File: src/sv/acmm_pkg.sv
package acmm_pkg;

    localparam int NCH      = 8;
    localparam int CH_W     = $clog2(NCH);
    localparam int CNT_W    = $clog2(NCH + 1);
    localparam int FRAC     = 14;
    localparam int SAMPLE_W = 32;
    localparam int COEF_W   = 16;
    localparam int PROD_W   = SAMPLE_W + COEF_W;
    localparam int ACC_W    = 52;
    localparam int CFG_IDX_W  = 4;
    localparam int CFG_DATA_W = 32;
    localparam int CNT_REG_W  = 4;

    localparam logic [SAMPLE_W-1:0] SAT_MAX = 32'h7fffffff;
    localparam logic [SAMPLE_W-1:0] SAT_MIN = 32'h80000000;

    localparam logic [CFG_IDX_W-1:0] REG_IN_CHANNELS  = 4'd0;
    localparam logic [CFG_IDX_W-1:0] REG_OUT_CHANNELS = 4'd1;

    localparam logic REQ_COEF   = 1'b0;
    localparam logic REQ_SAMPLE = 1'b1;

    // sample token traveling down the row of cells
    typedef struct packed {
        logic                valid;
        logic [SAMPLE_W-1:0] sample;
        logic [CH_W-1:0]     pos;
    } tok_t;

    // broadcast control for every cell
    typedef struct packed {
        logic              clear;
        logic              load;
        logic              shift;
        logic              wr_en;
        logic [CH_W-1:0]   wr_row;
        logic [CH_W-1:0]   wr_col;
        logic [COEF_W-1:0] wr_value;
    } cell_ctl_t;

    // register value 0 acts as 1, above NCH acts as NCH
    function automatic logic [CNT_W-1:0] eff_count(input logic [CNT_REG_W-1:0] r);
        logic [CNT_W-1:0] c;
        if (r == '0)
            c = CNT_W'(1);
        else if (int'(r) > NCH)
            c = CNT_W'(NCH);
        else
            c = CNT_W'(r);
        return c;
    endfunction

    // truncate toward zero by FRAC bits, then clip to signed 32 bits
    function automatic logic [SAMPLE_W-1:0] scale_clip(input logic signed [ACC_W-1:0] acc);
        logic [ACC_W-1:0]        mag;
        logic [ACC_W-1:0]        q_mag;
        logic signed [ACC_W-1:0] q;
        logic [SAMPLE_W-1:0]     r;
        mag   = acc[ACC_W-1] ? (~acc + ACC_W'(1)) : acc;
        q_mag = mag >> FRAC;
        q     = acc[ACC_W-1] ? $signed(-q_mag) : $signed(q_mag);
        if (q > $signed(ACC_W'(SAT_MAX)))
            r = SAT_MAX;
        else if (q < $signed({{(ACC_W-SAMPLE_W){1'b1}}, SAT_MIN}))
            r = SAT_MIN;
        else
            r = q[SAMPLE_W-1:0];
        return r;
    endfunction

endpackage

File: src/sv/acmm_cell.sv
module acmm_cell (
    input  logic                            clk,
    input  logic                            rst_n,
    input  logic [acmm_pkg::CH_W-1:0]       col_idx,
    input  acmm_pkg::cell_ctl_t             ctl,
    input  acmm_pkg::tok_t                  tok_in,
    output acmm_pkg::tok_t                  tok_out,
    input  logic [acmm_pkg::SAMPLE_W-1:0]   res_in,
    output logic [acmm_pkg::SAMPLE_W-1:0]   res_out
);
    import acmm_pkg::*;

    tok_t                     tok_reg;
    logic [COEF_W-1:0]        coef_reg [NCH];
    logic signed [PROD_W-1:0] prod_reg;
    logic signed [PROD_W-1:0] prod_next;
    logic                     prod_v_reg;
    logic signed [ACC_W-1:0]  acc_reg;
    logic [SAMPLE_W-1:0]      res_reg;

    // one column of the gain matrix: this cell's output channel
    assign prod_next = $signed(tok_reg.sample) * $signed(coef_reg[tok_reg.pos]);

    always_ff @(posedge clk or negedge rst_n)
    begin
        if (!rst_n)
        begin
            tok_reg       <= '0;
            prod_v_reg    <= 1'b0;
            acc_reg       <= '0;
            for (int r = 0; r < NCH; r++)
            begin
                coef_reg[r] <= '0;
            end
        end
        else
        begin
            tok_reg       <= tok_in;
            prod_v_reg    <= tok_reg.valid;
            if (ctl.wr_en && ctl.wr_col == col_idx)
            begin
                coef_reg[ctl.wr_row] <= ctl.wr_value;
            end
            if (ctl.clear || ctl.load)
                acc_reg <= '0;
            else if (prod_v_reg)
                acc_reg <= acc_reg + ACC_W'(prod_reg);
        end
    end

    always_ff @(posedge clk)
    begin
        prod_reg       <= prod_next;
        if (ctl.load)
            res_reg <= scale_clip(acc_reg);
        else if (ctl.shift)
            res_reg <= res_in;
    end

    assign tok_out = tok_reg;
    assign res_out = res_reg;

endmodule

File: config.mk
export PLATFORM = sky130hd
export DESIGN_NAME = acmm_cell
export DESIGN_NICKNAME = d
export VERILOG_FILES = /design/src/sv/acmm_pkg.sv /design/src/sv/acmm_cell.sv
export SDC_FILE = /design/constraint.sdc
export NUM_CORES = 2
export LEC_CHECK = 0
export ABC_AREA = 0
export BUFFER_PORTS_ARGS = -buffer_cell sky130_fd_sc_hd__buf_2
export CAP_MARGIN = 20
export CORE_ASPECT_RATIO = 1.1
export CORE_MARGIN = 8
export CORE_UTILIZATION = 40
export CTS_CLUSTER_SIZE = 12
export DETAILED_ROUTE_END_ITERATION = 10
export PLACE_DENSITY = 0.57
export SETUP_SLACK_MARGIN = 0.4
export SYNTH_ARGS = -nofsm -noshare
export SYNTH_HDL_FRONTEND = slang
export SYNTH_SLANG_ARGS = --single-unit
File: constraint.sdc
create_clock -name clk -period 21.8 [get_ports clk]
set_input_delay 2.18 -clock clk [delete_from_list [all_inputs] [get_ports clk]]
set_output_delay 2.18 -clock clk [all_outputs]
set_load 0.03 [all_outputs]
After elaboration in Yosys (flattened, before gate mapping)
Index checks and enable logic that the tools add are counted.
{"block": "totals", "out_inout_bits": 68, "wordCells": 47, "reg_bits": 297, "input_bits": 99}
{"block": "op_classes", "n_addsub": 3, "mul": 1, "eq_ne": 1, "order_cmp": 5, "muxes": 14, "bitwise_logic": 3, "n_reduce_logical": 5}
{"operator": "$mux W52", "n": 4}
{"operator": "$bwmux W128", "n": 1}
{"operator": "$mux W32", "n": 4}
{"operator": "$add A52 B2 Y52 const B", "n": 1}
{"operator": "$add A52 B48 Y52", "n": 1}
{"operator": "$gt A52 B32 Y1 const B", "n": 1}
{"operator": "$lt A52 B32 Y1 const B", "n": 1}
{"operator": "$neg A38 Y52", "n": 1}
{"operator": "$not A52 Y52", "n": 1}
{"operator": "$bmux W16 S3", "n": 1}
{"operator": "$demux W16 S3", "n": 1}
{"operator": "$mul A32 B16 Y48", "n": 1}
{"operator": "$mux W16", "n": 3}
{"operator": "$ge A4 B4 Y1 const B", "n": 2}
{"operator": "$not A3 Y4", "n": 2}
{"operator": "$lt A4 B1 Y1 const B", "n": 1}
{"operator": "$reduce_bool A2 Y1", "n": 2}
{"operator": "$eq A3 B3 Y1", "n": 1}
{"operator": "$logic_and A1 B1 Y1", "n": 2}
{"operator": "$logic_or A1 B1 Y1", "n": 1}

Longest topological paths before layout
{"block": "logic_depth", "ltp_word": 9, "ltp_mapped": 31, "depth_no_buf": 28}

Worst setup path after synthesis
OpenSTA, ideal clock, no wires.
{"block": "synth_path", "path_type": "reg2reg", "startpoint": "reg tok_reg, in the netlist tok_out[0]", "endpoint": "reg prod_reg[46]", "arrival_ns": 8.351, "required_ns": 21.728, "setup_ns": 0.072, "path_buffers": 3, "slack_ns": 13.377, "path_stages_with_launch": 30, "period_less_slack_ns": 8.423, "cell_sequence": "dfrtp_1 > clkbuf_1 > buf_1 > mux4_2 > mux2i_1 > clkbuf_1 > nor2b_1 > fa_1 > inv_1 > fa_1 > fa_1 > fa_1 > inv_1 > fa_1 > inv_1 > fa_1 > inv_1 > ha_1 > a21o_1 > a21o_1 > a21oi_1 > o21ai_0 > a311oi_1 > or4_1 > nand4_1 > o211ai_1 > o32ai_1 > o41a_1 > a311oi_1 > xnor2_1"}
{"block": "synth_via", "elab_chain_cells": 5}
{"item": "start: declaration", "line": "acmm_cell.sv:13", "rtl": "tok_t tok_reg;"}
{"item": "start signal: assignment", "line": "acmm_cell.sv:38", "rtl": "tok_reg <= tok_in;"}
{"item": "$not A3 Y4 (not written as such)", "line": "acmm_cell.sv:22", "rtl": "assign prod_next = $signed(tok_reg.sample) * $signed(coef_reg[tok_reg.pos]);"}
{"item": "$bmux W16 S3", "line": "acmm_cell.sv:22"}
{"item": "$mux W16 (not written as such) (2 in series)", "line": "acmm_cell.sv:22"}
{"item": "$mul A32 B16 Y48", "line": "acmm_cell.sv:22"}
{"item": "via prod_next[46]", "line": "acmm_cell.sv:16", "rtl": "logic signed [PROD_W-1:0] prod_next;"}
{"item": "end signal: assignment", "line": "acmm_cell.sv:53", "rtl": "prod_reg <= prod_next;"}
{"item": "end: declaration", "line": "acmm_cell.sv:15", "rtl": "logic signed [PROD_W-1:0] prod_reg;"}
The timed path passes the listed nets, and every way through them passes these cells. The select of a mux whose other input is x is not followed.
A chain may end at the register's enable or synchronous reset.

Worst setup path after layout
Same ends and word-level chain as after synthesis.

==> key figures <==
Outcome
  • Status: finished clean

Logic synthesis
  • Net Count, Synth: 4169
  • Seq/Total Area, Yosys: 0.218
  • Cell taking the most area after synthesis: fa_1
  • Total of flip-flops plus latches after synthesis: 297
  • Avg Cell Area, Syn: 9.85 µm²
  • Synth Instances: 3417
  • Post-synth ARST share: 0.731
  • Synth top cells by count: inv_1 (601), fa_1 (487), nand2_1 (358)
  • Cell Area, Synth: 0.0337 mm²
  • Top-area cell type share of the netlist area: 0.290
  • Most common cell in the synthesized netlist: inv_1
  • Top FF cell, synth: dfrtp_1
  • Post-synth EDFFs: 32
  • Area contributors post-synth: fa_1 (29%), dfrtp_1 (16%), inv_1 (6.7%), ha_1 (6.2%), mux2_2 (4.6%)
  • Post-synthesis cell type count: 90
  • Synth warnings: 0

Global routing
  • Initial antenna violation count: 4
  • Met1 Usage GRT: 0.248
  • Gr ovfl total: 0
  • Vias in the first global route: 24.8k
  • Most Crowded Layer GR: met2
  • Met2 Resource Use GR: 0.291
  • Global-route wire length before repair: 136 mm
  • Gr usage total: 0.178
  • Met3 Use GR: 0.0341
  • Largest net degree at the start of global routing: 104

Cells and area
  • Fin cells: 4600
  • Share of layout cells above drive strength 1: 0.140
  • Util after Layout: 0.442
  • Final net count: 4253
  • Antenna cells: 0
  • Max reg flops: 128
  • Area growth syn-to-layout: 9.40%

STA
  • RSZ-0062 raised after global routing: no
  • Final hold vios: 0
  • Clock skew: 0.0294 ns
  • Worst Tran Pin Value: 1.04 ns
  • Achievable frequency: 110 MHz
  • Period utilization: 0.415
  • Slew HR: 0.290
  • Final worst slack: 12.75 ns
  • Tmin final: 9.05 ns
  • # setup viols final: 0
  • Final Slew Violations: 0
  • Setup tns final: 0 ns

CTS
  • CTS tree: built
  • Post-cts sizing count: 0
  • Clock slew at reported path FFs: 0.05 ns
  • Postcts setup bufs: 0
  • Worst-Skew Late Latency: 0.57 ns
  • Clock sinks: 297
  • Max Buffers Root-to-Sink: 3
  • H-tree depth: 2
  • TritonCTS buffer count: 38
  • CTS root buffer: clkbuf_16
  • Post-cts hold buffer count: 0

Floorplan
  • Starting Density: 0.404
  • Io pins: 167
  • Die area: 0.0937 mm²
  • Die width: 293 µm
  • Die H: 320 µm
  • Core Region: 0.0833 mm²
  • Rows: 111

Worst setup path
  • Max FO, Critical Path: 33
  • Setup crit end kind: flop
  • Setup CP Type: flop to flop
  • WP data arrival: 9.54 ns
  • Critical path required time: 22.29 ns
  • Startpoint type of the worst setup path: flop

Routing
  • DRT iter0 DRCs: 1187
  • First-pass detailed-route iteration total: 5
  • Wire length per cell: 17.9 µm
  • DR DRC count: 0
  • Antenna-violating nets left: 0
  • Final wirelength: 82.2 mm
  • Vias/cell: 5.08
  • Vias: 23.4k

Place
  • Routability cong.: 0.834
  • Dpl ws: 12.61 ns
  • DPL Wire Length: 63.6 mm
  • # port buffers: 166
  • Placed Cells: 4531

Min path
  • HP Class: flop to flop

Job
  • Max_cap viols: 0
[final cells by class]
type / count / area (µm²)
Multi-Input combinational cell: 2367 / 23500
Timing Repair Buffer: 196 / 1110
Sequential cell: 297 / 7350
Fill cell: 8069 / 46500
Clock inverter: 15 / 208
Tap cell: 1073 / 1340
Clock buffer: 51 / 1050
Inverter: 601 / 2260
[layout by cell type, fill, tap and decap left out, types with 51 or more instances in the layout]
| cell type | instances |
|---|---|
| o21ai_0 | 95 |
| ha_1 | 166 |
| a21oi_1 | 99 |
| dfrtp_1 | 215 |
| inv_1 | 601 |
| xnor2_1 | 100 |
| and2_1 | 74 |
| nor2_1 | 143 |
| buf_2 | 165 |
| fa_1 | 487 |
| nor2b_1 | 149 |
| mux2_2 | 139 |
| nand2_1 | 358 |
| xor2_1 | 51 |
[path summary, 6_finish.rpt]
check | endpoint | slack [ns] | depth (start not counted) | start
hold / removal | prod_v_reg | 0.37 | 0 | tok_out[35]
max in group asynchronous | acc_reg[51] | 18.63 | 2 | rst_n
min in group asynchronous | acc_reg[39] | 1.67 | 1 | rst_n
setup / recovery | prod_reg[46] | 12.75 | 27 | tok_out[0]
setup reg to reg | prod_reg[46] | 12.75 | 27 | tok_out[0]
hold reg to reg | prod_v_reg | 0.37 | 0 | tok_out[35]
[routing by layer]
layer,vias up,wire length [µm]
li1,11100,-
met1,11700,38600
met2,515,37300
met3,86,4950
met4,6,1290
met5,-,38
[cell families after synthesis]
| kind of cell | Yosys count | synth area share |
|---|---|---|
| AND/OR/NAND/NOR | 934 | 0.141 |
| buffers and inverters | 753 | 0.0861 |
| adder cells (fa/ha/maj) | 653 | 0.351 |
| AO/OA/AOI/OAI | 416 | 0.0840 |
| flip-flops | 297 | 0.218 |
| multiplexers | 213 | 0.0804 |
| XOR/XNOR | 151 | 0.0393 |
[critical path, cell delays in order (launching register included)]
cell,delay (ns)
dfrtp_2,0.34
buf_4,0.54
mux4_2,0.61
mux2i_4,0.82
nor2b_1,0.15
fa_1,0.54
inv_1,0.05
fa_1,0.55
fa_1,0.43
fa_1,0.49
inv_1,0.05
fa_1,0.52
inv_1,0.05
fa_1,0.52
inv_1,0.04
ha_1,0.35
a21o_1,0.20
a21o_1,0.17
a21oi_1,0.18
o21ai_0,0.14
a311oi_1,0.44
or4_1,0.23
nand4_1,0.08
o211ai_1,0.25
o32ai_1,0.24
o41a_1,0.44
a311oi_1,0.32
xnor2_1,0.17
[metrics by stage]
step                      cell area, µm²  hold WS [ns]
final                              36800         0.368
after global routing               36800         0.383
after CTS                          36800         0.375
after detailed placement           35500         0.362
after global placement             35500         0.352
after floorplan                    33700         0.474
Power is not shown: default switching activity piles up to over one toggle a cycle in this logic, so the estimate is an artifact.
